`config.mk`:
```
export PLATFORM = sky130hd
export DESIGN_NAME = rx_fifo_line_extractor
export DESIGN_NICKNAME = d
export VERILOG_FILES = /design/src/rtl/rxl_pkg.sv /design/src/rtl/rx_fifo_line_extractor.sv /design/src/rtl/rxl_ctrl.sv /design/src/rtl/rxl_dp.sv
export SDC_FILE = /design/constraint.sdc
export NUM_CORES = 1
export LEC_CHECK = 0
export ABC_AREA = 1
export BUFFER_PORTS_ARGS = -buffer_cell sky130_fd_sc_hd__buf_2
export CAP_MARGIN = 10
export CORE_MARGIN = 2
export CORE_UTILIZATION = 25
export DETAILED_ROUTE_END_ITERATION = 12
export GPL_TIMING_DRIVEN = 0
export PLACE_DENSITY_LB_ADDON = 0.08
export SYNTH_ARGS = -nofsm -noshare
export SYNTH_HDL_FRONTEND = slang
export SYNTH_HIERARCHICAL = 1
export SYNTH_SLANG_ARGS = --single-unit
export TNS_END_PERCENT = 20
```
`constraint.sdc`:
```
create_clock -name clk -period 3.5 [get_ports clk]
set_input_delay 0.175 -clock clk [delete_from_list [all_inputs] [get_ports clk]]
set_output_delay 0.175 -clock clk [all_outputs]
set_load 0.05 [all_outputs]
```
`src/rtl/rxl_pkg.sv`:
```
`default_nettype none
package rxl_pkg;

  localparam int BUFFER_DEPTH_DEF = 64;
  localparam logic [6:0] MAX_RESULTS = 7'd64;

  localparam logic [2:0] CMD_PUSH  = 3'd0;
  localparam logic [2:0] CMD_POP   = 3'd1;
  localparam logic [2:0] CMD_LINE  = 3'd2;
  localparam logic [2:0] CMD_BLOCK = 3'd3;
  localparam logic [2:0] CMD_FLUSH = 3'd4;

  localparam int CFG_AW = 3;
  localparam logic REG_LINE_DELIMITER = 1'b0;
  localparam logic REG_MAX_LINE_CHARS = 1'b1;
  localparam logic [7:0] LINE_DELIMITER_RESET = 8'd10;
  localparam logic [5:0] MAX_LINE_CHARS_RESET = 6'd63;

  typedef enum logic [2:0] {
    ST_IDLE,
    ST_DECODE,
    ST_SCAN_WAIT,
    ST_SCAN_CHK,
    ST_READ_WAIT,
    ST_EMIT,
    ST_RESULT
  } state_t;

  typedef struct packed {
    logic latch;
    logic push;
    logic flush;
    logic fail;
    logic ok;
    logic start_pop;
    logic start_block;
    logic start_scan;
    logic scan_step;
    logic line_empty;
    logic line_emit;
    logic emit;
    logic result;
  } ctrl_cmd_t;

  typedef struct packed {
    logic [2:0] cmd;
    logic       full;
    logic       empty;
    logic       block_ok;
    logic       want_zero;
    logic       scan_hit;
    logic       scan_first;
    logic       scan_end;
    logic       emit_last;
    logic       out_free;
  } dp_status_t;

endpackage
`default_nettype wire

```
`src/rtl/rx_fifo_line_extractor.sv`:
```
// push, flush and failed commands give their one item through the decode and result states
// pop and block read: each byte goes through the read-wait and emit states to the output register
// line read: the scan reads the store one byte at a time up to the stop, then emits likewise
// one command at a time; the next is accepted the cycle after its last item enters the
// output register
// synchronous active-low reset empties the buffer, clears overflow and restores the registers
`default_nettype none
module rx_fifo_line_extractor #(
  parameter int BUFFER_DEPTH = rxl_pkg::BUFFER_DEPTH_DEF
) (
  input  wire logic                       clk,
  input  wire logic                       rst_n,
  input  wire logic                       in_tvalid,
  output logic                            in_tready,
  input  wire logic [15:0]                in_tdata,  // rx_byte[7:0], block_count[14:8]
  input  wire logic [2:0]                 in_tuser,  // cmd
  output logic                            out_tvalid,
  input  wire logic                       out_tready,
  // data_byte[7:0], success[8], overflow[9], fill_level[16:10]
  output logic [23:0]                     out_tdata,
  output logic                            out_tlast,
  output logic [0:0]                      out_tuser, // has_data
  input  wire logic                       cfg_psel,
  input  wire logic                       cfg_penable,
  input  wire logic                       cfg_pwrite,
  input  wire logic [rxl_pkg::CFG_AW-1:0] cfg_paddr,
  input  wire logic [31:0]                cfg_pwdata,
  output logic [31:0]                     cfg_prdata,
  output logic                            cfg_pready
);

  logic [7:0]          line_delimiter_r;
  logic [5:0]          max_line_chars_r;
  logic                cfg_wr;
  rxl_pkg::ctrl_cmd_t  cmd;
  rxl_pkg::dp_status_t status;

  assign cfg_pready = 1'b1;
  assign cfg_wr     = cfg_psel && cfg_penable && cfg_pwrite && cfg_pready;

  always_ff @(posedge clk) begin
    if (!rst_n) begin
      line_delimiter_r <= rxl_pkg::LINE_DELIMITER_RESET;
      max_line_chars_r <= rxl_pkg::MAX_LINE_CHARS_RESET;
    end else if (cfg_wr) begin
      unique case (cfg_paddr[2])
        rxl_pkg::REG_LINE_DELIMITER: line_delimiter_r <= cfg_pwdata[7:0];
        rxl_pkg::REG_MAX_LINE_CHARS: max_line_chars_r <= cfg_pwdata[5:0];
        default: ;
      endcase
    end
  end

  always_comb begin
    unique case (cfg_paddr[2])
      rxl_pkg::REG_LINE_DELIMITER: cfg_prdata = {24'd0, line_delimiter_r};
      rxl_pkg::REG_MAX_LINE_CHARS: cfg_prdata = {26'd0, max_line_chars_r};
      default:                     cfg_prdata = 32'd0;
    endcase
  end

  rxl_ctrl u_ctrl (
    .clk       (clk),
    .rst_n     (rst_n),
    .in_tvalid (in_tvalid),
    .in_tready (in_tready),
    .status    (status),
    .cmd       (cmd)
  );

  rxl_dp #(
    .BUFFER_DEPTH (BUFFER_DEPTH)
  ) u_dp (
    .clk            (clk),
    .rst_n          (rst_n),
    .in_tdata       (in_tdata),
    .in_tuser       (in_tuser),
    .cmd            (cmd),
    .status         (status),
    .line_delimiter (line_delimiter_r),
    .max_line_chars (max_line_chars_r),
    .out_tready     (out_tready),
    .out_tvalid     (out_tvalid),
    .out_tdata      (out_tdata),
    .out_tlast      (out_tlast),
    .out_tuser      (out_tuser)
  );

  a_fill_bound: assert property (@(posedge clk) disable iff (!rst_n)
    out_tvalid |-> (out_tdata[16:10] <= 7'(BUFFER_DEPTH)))
    else $error("fill level above buffer depth");

  a_nodata_last: assert property (@(posedge clk) disable iff (!rst_n)
    (out_tvalid && !out_tuser[0]) |-> (out_tlast && (out_tdata[7:0] == 8'd0)))
    else $error("item without data must be last and carry zero");

  a_data_ok: assert property (@(posedge clk) disable iff (!rst_n)
    (out_tvalid && out_tuser[0]) |-> out_tdata[8])
    else $error("data item without success");

  a_busy: assert property (@(posedge clk) disable iff (!rst_n)
    (in_tvalid && in_tready) |=> !in_tready)
    else $error("second item taken while a command is in progress");

endmodule
`default_nettype wire

```
`src/rtl/rxl_ctrl.sv`:
```
`default_nettype none
module rxl_ctrl (
  input  wire logic                 clk,
  input  wire logic                 rst_n,
  input  wire logic                 in_tvalid,
  output logic                      in_tready,
  input  wire rxl_pkg::dp_status_t  status,
  output rxl_pkg::ctrl_cmd_t        cmd
);

  rxl_pkg::state_t state_r, state_nxt;

  always_ff @(posedge clk) begin
    if (!rst_n) begin
      state_r <= rxl_pkg::ST_IDLE;
    end else begin
      state_r <= state_nxt;
    end
  end

  always_comb begin
    state_nxt = state_r;
    cmd       = '0;
    in_tready = 1'b0;
    unique case (state_r)
      rxl_pkg::ST_IDLE: begin
        in_tready = 1'b1;
        if (in_tvalid) begin
          cmd.latch = 1'b1;
          state_nxt = rxl_pkg::ST_DECODE;
        end
      end
      rxl_pkg::ST_DECODE: begin
        state_nxt = rxl_pkg::ST_RESULT;
        unique case (status.cmd)
          rxl_pkg::CMD_PUSH: cmd.push = 1'b1;
          rxl_pkg::CMD_POP: begin
            if (status.empty) begin
              cmd.fail = 1'b1;
            end else begin
              cmd.start_pop = 1'b1;
              state_nxt     = rxl_pkg::ST_READ_WAIT;
            end
          end
          rxl_pkg::CMD_LINE: begin
            if (status.empty) begin
              cmd.fail = 1'b1;
            end else begin
              cmd.start_scan = 1'b1;
              state_nxt      = rxl_pkg::ST_SCAN_WAIT;
            end
          end
          rxl_pkg::CMD_BLOCK: begin
            if (!status.block_ok) begin
              cmd.fail = 1'b1;
            end else if (status.want_zero) begin
              cmd.ok = 1'b1;
            end else begin
              cmd.start_block = 1'b1;
              state_nxt       = rxl_pkg::ST_READ_WAIT;
            end
          end
          rxl_pkg::CMD_FLUSH: cmd.flush = 1'b1;
          default: cmd.fail = 1'b1;
        endcase
      end
      rxl_pkg::ST_SCAN_WAIT: state_nxt = rxl_pkg::ST_SCAN_CHK;
      rxl_pkg::ST_SCAN_CHK: begin
        if (status.scan_hit) begin
          if (status.scan_first) begin
            cmd.line_empty = 1'b1;
            state_nxt      = rxl_pkg::ST_RESULT;
          end else begin
            cmd.line_emit = 1'b1;
            state_nxt     = rxl_pkg::ST_READ_WAIT;
          end
        end else if (status.scan_end) begin
          cmd.fail  = 1'b1;
          state_nxt = rxl_pkg::ST_RESULT;
        end else begin
          cmd.scan_step = 1'b1;
          state_nxt     = rxl_pkg::ST_SCAN_WAIT;
        end
      end
      rxl_pkg::ST_READ_WAIT: state_nxt = rxl_pkg::ST_EMIT;
      rxl_pkg::ST_EMIT: begin
        if (status.out_free) begin
          cmd.emit  = 1'b1;
          state_nxt = status.emit_last ? rxl_pkg::ST_IDLE : rxl_pkg::ST_READ_WAIT;
        end
      end
      rxl_pkg::ST_RESULT: begin
        if (status.out_free) begin
          cmd.result = 1'b1;
          state_nxt  = rxl_pkg::ST_IDLE;
        end
      end
      default: state_nxt = rxl_pkg::ST_IDLE;
    endcase
  end

endmodule
`default_nettype wire

```
`src/rtl/rxl_dp.sv`:
```
`default_nettype none
module rxl_dp #(
  parameter int BUFFER_DEPTH = rxl_pkg::BUFFER_DEPTH_DEF
) (
  input  wire logic                clk,
  input  wire logic                rst_n,
  input  wire logic [15:0]         in_tdata,
  input  wire logic [2:0]          in_tuser,
  input  wire rxl_pkg::ctrl_cmd_t  cmd,
  output rxl_pkg::dp_status_t      status,
  input  wire logic [7:0]          line_delimiter,
  input  wire logic [5:0]          max_line_chars,
  input  wire logic                out_tready,
  output logic                     out_tvalid,
  output logic [23:0]              out_tdata,
  output logic                     out_tlast,
  output logic [0:0]               out_tuser
);

  localparam int IW   = $clog2(BUFFER_DEPTH);
  localparam int CW   = $clog2(BUFFER_DEPTH + 1);
  localparam int CMPW = (CW > 7) ? CW : 7;

  logic [7:0]      mem [BUFFER_DEPTH];
  logic [2:0]      cmd_r;
  logic [7:0]      rx_r;
  logic [6:0]      want_r;
  logic            ok_r;
  logic            ovf_r, ovf_nxt;
  logic [IW-1:0]   rd_r, rd_nxt;
  logic [IW-1:0]   wr_r, wr_nxt;
  logic [CW-1:0]   count_r, count_nxt;
  logic [IW-1:0]   addr_r;
  logic [5:0]      scan_r;
  logic [6:0]      left_r;
  logic [7:0]      rdata_r;
  logic            out_valid_r;
  logic            out_has_r;
  logic [7:0]      out_data_r;
  logic            out_last_r;
  logic            out_ok_r;
  logic            out_ovf_r;
  logic [6:0]      out_fill_r;

  logic            full;
  logic            consume;
  logic [CMPW-1:0] take;
  logic [CMPW-1:0] cnt_x;
  logic [CMPW:0]   rd_sum;
  logic [CMPW:0]   rd_wrap;
  logic [IW-1:0]   addr_inc;
  logic [IW-1:0]   wr_inc;
  logic            out_free;

  assign full     = (count_r == CW'(BUFFER_DEPTH));
  assign cnt_x    = CMPW'(count_r);
  assign out_free = !out_valid_r || out_tready;
  assign addr_inc = (addr_r == IW'(BUFFER_DEPTH - 1)) ? '0 : addr_r + IW'(1);
  assign wr_inc   = (wr_r == IW'(BUFFER_DEPTH - 1)) ? '0 : wr_r + IW'(1);

  assign consume = cmd.start_pop | cmd.start_block | cmd.line_empty | cmd.line_emit;

  always_comb begin
    take = CMPW'(1);
    if (cmd.start_block) begin
      take = CMPW'(want_r);
    end else if (cmd.line_emit) begin
      take = CMPW'(scan_r) + CMPW'(1);
    end
  end

  // take never exceeds the fill, so one subtract wraps the read side
  assign rd_sum  = (CMPW + 1)'(rd_r) + (CMPW + 1)'(take);
  assign rd_wrap = (rd_sum >= (CMPW + 1)'(BUFFER_DEPTH)) ?
                   rd_sum - (CMPW + 1)'(BUFFER_DEPTH) : rd_sum;

  always_comb begin
    rd_nxt    = rd_r;
    wr_nxt    = wr_r;
    count_nxt = count_r;
    ovf_nxt   = ovf_r;
    if (cmd.flush) begin
      rd_nxt    = '0;
      wr_nxt    = '0;
      count_nxt = '0;
      ovf_nxt   = 1'b0;
    end else if (cmd.push) begin
      if (full) begin
        ovf_nxt = 1'b1;
      end else begin
        wr_nxt    = wr_inc;
        count_nxt = count_r + CW'(1);
      end
    end else if (consume) begin
      rd_nxt    = IW'(rd_wrap);
      count_nxt = CW'(cnt_x - take);
    end
  end

  always_ff @(posedge clk) begin
    if (!rst_n) begin
      rd_r        <= '0;
      wr_r        <= '0;
      count_r     <= '0;
      ovf_r       <= 1'b0;
      out_valid_r <= 1'b0;
    end else begin
      rd_r    <= rd_nxt;
      wr_r    <= wr_nxt;
      count_r <= count_nxt;
      ovf_r   <= ovf_nxt;
      if (cmd.emit || cmd.result) begin
        out_valid_r <= 1'b1;
      end else if (out_tready) begin
        out_valid_r <= 1'b0;
      end
    end
  end

  always_ff @(posedge clk) begin
    if (cmd.push && !full) begin
      mem[wr_r] <= rx_r;
    end
    rdata_r <= mem[addr_r];
  end

  always_ff @(posedge clk) begin
    if (cmd.latch) begin
      cmd_r  <= in_tuser;
      rx_r   <= in_tdata[7:0];
      want_r <= in_tdata[14:8];
    end
    if (cmd.push) begin
      ok_r <= !full;
    end else if (cmd.flush || cmd.ok || cmd.line_empty) begin
      ok_r <= 1'b1;
    end else if (cmd.fail) begin
      ok_r <= 1'b0;
    end
    if (cmd.start_pop || cmd.start_block || cmd.start_scan || cmd.line_emit) begin
      addr_r <= rd_r;
    end else if (cmd.scan_step || cmd.emit) begin
      addr_r <= addr_inc;
    end
    if (cmd.start_scan) begin
      scan_r <= '0;
    end else if (cmd.scan_step) begin
      scan_r <= scan_r + 6'd1;
    end
    if (cmd.start_pop) begin
      left_r <= 7'd1;
    end else if (cmd.start_block) begin
      left_r <= want_r;
    end else if (cmd.line_emit) begin
      left_r <= {1'b0, scan_r};
    end else if (cmd.emit) begin
      left_r <= left_r - 7'd1;
    end
    if (cmd.emit) begin
      out_has_r  <= 1'b1;
      out_data_r <= rdata_r;
      out_last_r <= (left_r == 7'd1);
      out_ok_r   <= 1'b1;
      out_ovf_r  <= ovf_r;
      out_fill_r <= 7'(count_r);
    end else if (cmd.result) begin
      out_has_r  <= 1'b0;
      out_data_r <= 8'd0;
      out_last_r <= 1'b1;
      out_ok_r   <= ok_r;
      out_ovf_r  <= ovf_r;
      out_fill_r <= 7'(count_r);
    end
  end

  always_comb begin
    status.cmd        = cmd_r;
    status.full       = full;
    status.empty      = (count_r == '0);
    status.block_ok   = (want_r <= rxl_pkg::MAX_RESULTS) && (CMPW'(want_r) <= cnt_x);
    status.want_zero  = (want_r == 7'd0);
    status.scan_hit   = (rdata_r == line_delimiter) || (scan_r == max_line_chars);
    status.scan_first = (scan_r == 6'd0);
    status.scan_end   = ((CMPW'(scan_r) + CMPW'(1)) == cnt_x);
    status.emit_last  = (left_r == 7'd1);
    status.out_free   = out_free;
  end

  assign out_tvalid = out_valid_r;
  assign out_tdata  = {7'd0, out_fill_r, out_ovf_r, out_ok_r, out_data_r};
  assign out_tlast  = out_last_r;
  assign out_tuser  = out_has_r;

endmodule
`default_nettype wire
```
==> metrics.md <==
| Metric | Value |
|---|---|
| Final nets | around 2600 |
| Setup WS post-layout | -0.595 ns |
| 1st-pass router iterations | 5 |
| Overflow after GRT | 0 |
| Routing usage on met3 | 3.07% |
| Total die area | ~110000 um^2 |
| Comb power frac | roughly 18% |
| Net Switching | 0.00576 W |
| Ports | 122 |
| Leakage power | roughly 11 nW |
| Worst-Skew Late Latency | 0.65 ns |
| First-pass GRT wire length | ~150000 um |
| # rows | 118 |
| Initial antenna violation count | 5 |
| Final Routed Wirelength | roughly 110000 um |
| Share of cells above drive strength 1 | between 10% and 20% |
| Hold Path Class | in2reg |
| Post-Place Cell Area | 29000 um^2 |
| Outcome | finished with violations |
| Number of global-route vias before repair | roughly 18000 |
| Syn Area/Cell | between 10 and 15 um^2 |
| Fmax | approximately 0.24 GHz |
| # DRC | 0 |
| CTS Buf Count | 73 |
| DP HPWL | 75700 um |
| Area Overhead vs Synth | 24.3% |
| Crit-path max FO | 6 |
| Violated checks | setup timing |
| Slew HR | 24.7% |
| CP max stage delay | ~0.45 ns |
| Worst-Margin Slew | 1.13 ns |
| Sinks on Clock Net | between 600 and 700 |
| Clk buf depth | 3 |
| Crit path capture type | flip-flop |
| Net Sw Frac | between 20% and 30% |
| Max Transition Viols Final | 0 |
| PD cells | between 500 and 600 nW/um^2 |
| RSZ-0062 raised after global routing | yes |
| Largest net degree at the start of global routing | 26 |
| IO Port Bufs | 62 |
| Clock Skew | about 0.03 ns |
| Initial drt markers | about 1500 |
| Critical path type | reg2reg |
| Layout Utilization | 31.4% |
| GP Congestion | 0.940 |
| Yosys warns | 6 |
| Max-Cap Viols | 0 |
| Post-route antenna net violation count | 0 |
| Routed vias | between 15000 and 20000 |
| Synth Cell Area | 26200 um^2 |
| Final instance area | approximately 33000 um^2 |
| Clock root buffer | clkbuf_16 |
| CTS tree | yes |
| Drt via density | 4.78 |
| DIE WIDTH | ~330 um |
| Final hold vios | 0 |
| Most used cell, CP | nand2_1 |
| Core area | around 100000 um^2 |
| Tot GR Track Use | approximately a fifth |
| Die Height | roughly 330 um |
| Sequential share of power | approximately 44% |
| Slowest cell on crit path | edfxtp_1 |
| Routed length per placed instance | 26.8 um |
| Final period utilization | 117% |
| Pint | 0.0136 W |
| Setup crit start kind | flip-flop |
| H-tree Lvls | 3 |
| Worst vdd ir | 0.298 mV |
| Clock power frac | 38.0% |
| Clock-pin slew on the worst setup and hold paths | about 0.05 ns |
| Final setup viols | 17 |
| Total Power | 0.0194 W |
| Minimum clock period | between 4 and 5 ns |
| GR met2 Demand/Resource | 32.3% |
| Met1 Use GR | 26.4% |
| Starting Density | between 20% and 30% |
| Critical Path RT | around 4.1 ns |
| Worst Path Arrival | approximately 4.6 ns |
| Gr busiest metal | met2 |
| WHS Path Cells | 6 |
| Reg2reg path depth | 29 |
| Syn Inst Count | about 2300 |
stage by stage:
stage	worst slack, ns	std cells	setup TNS [ns]	hold slack [ns]
after global routing	-0.909	3980	-7.19	0.0547
after floorplan	-0.192	2303	-0.347	0.273
after CTS	-0.705	3964	-21.05	0.00572
after global placement	-1.65	3745	-635.75	0.355
after detailed placement	-1.50	3772	-613.25	0.354
final	-0.595	3987	-2.37	0.0353
critical path, delay by kind of cell, from the launching register on:
| kind | cells | cell delay, ns |
|---|---|---|
| compound gates | 7 | 1.27 |
| xor+xnor | 1 | 0.17 |
| fa+ha+maj | 3 | 0.68 |
| buf+inv | 4 | 0.36 |
| flops | 1 | 0.45 |
| simple gates | 14 | 1.07 |
flip-flops by register name, indices dropped and copies added (netlist names), 7 cells and up:
name and cells:
u_dp/rx_r 8, u_dp/left_r 7, u_dp/want_r 7, u_dp/rdata_r 8, u_dp/cnt_x 7, u_dp/out_data_r 8
u_dp/out_fill_r 7, u_dp/mem 512, line_delimiter_r 8
timing repair:
action                                 4_1_cts  5_1_grt
setup endpoints to repair                  531      216
endpoints found under the hold margin       37        0
buffers inserted                            17       16
pin swaps                                   10       29
hold buffers                                41        0
resized for setup                          102       47
layout make-up:
type | instances | area (um^2)
Antenna cell | 7 | 17.5
Buffer | 155 | 936
Tap cell | 1380 | 1730
Clock inverter | 35 | 289
Fill cell | 10500 | 71200
Sequential cell | 615 | 17900
Clock buffer | 99 | 2000
Timing Repair Buffer | 163 | 1660
Inverter | 104 | 409
Multi-Input combinational cell | 1429 | 7680
power by group through the flow:
stage	sequential, W	clock (W)	combinational [W]
2_1_floorplan	0.00877	0	0.00168
3_3_place_gp	0.00898	0	0.00289
3_5_place_dp	0.00872	0	0.00332
4_1_cts	0.00857	0.00757	0.00338
5_1_grt	0.00860	0.00784	0.00367
6_report	0.00857	0.00735	0.00343
final timing paths:
kind	to	slack, ns	from
worst min-delay path	line_delimiter_r[2]$_SDFFE_PN0P_	0.04	cfg_psel
worst max register to register	u_dp/cnt_x[5]$_SDFFE_PP0P_	-0.59	u_dp/want_r[2]$_DFFE_PP_
worst min register to register	u_dp/out_ovf_r$_DFFE_PP_	0.44	u_dp/ovf_r$_SDFFE_PP0P_
worst max-delay path	u_dp/cnt_x[5]$_SDFFE_PP0P_	-0.59	u_dp/want_r[2]$_DFFE_PP_
per-layer routing:
layer | vias to the layer above | part of all wire (%) | wire (um)
met5 | - | 0 | 0
li1 | 8699 | - | -
met4 | 0 | 2.8 | 3020
met1 | 9636 | 44 | 47500
met2 | 603 | 47 | 50600
met3 | 136 | 5.4 | 5770
layout by cell type (no fill, tap or decap), types with 12 or more instances in the layout:
| master | n |
|---|---|
| nand4_1 | 15 |
| a21oi_1 | 38 |
| nand2_1 | 165 |
| inv_2 | 19 |
| inv_1 | 81 |
| dlygate4sd3_1 | 41 |
| nor2_4 | 41 |
| nand3_1 | 50 |
| o22ai_1 | 163 |
| o21ai_0 | 270 |
| conb_1 | 32 |
| xnor2_1 | 12 |
| dfxtp_1 | 53 |
| o21bai_1 | 27 |
| buf_16 | 21 |
| buf_6 | 19 |
| ha_1 | 21 |
| nor2_1 | 396 |
| clkbuf_1 | 79 |
| clkinv_1 | 15 |
| edfxtp_1 | 554 |
| buf_2 | 89 |
| buf_4 | 75 |
| clkbuf_16 | 75 |
| nor2_2 | 34 |
| o21ai_1 | 70 |
Note: power is estimated with default switching activity, not from simulation.
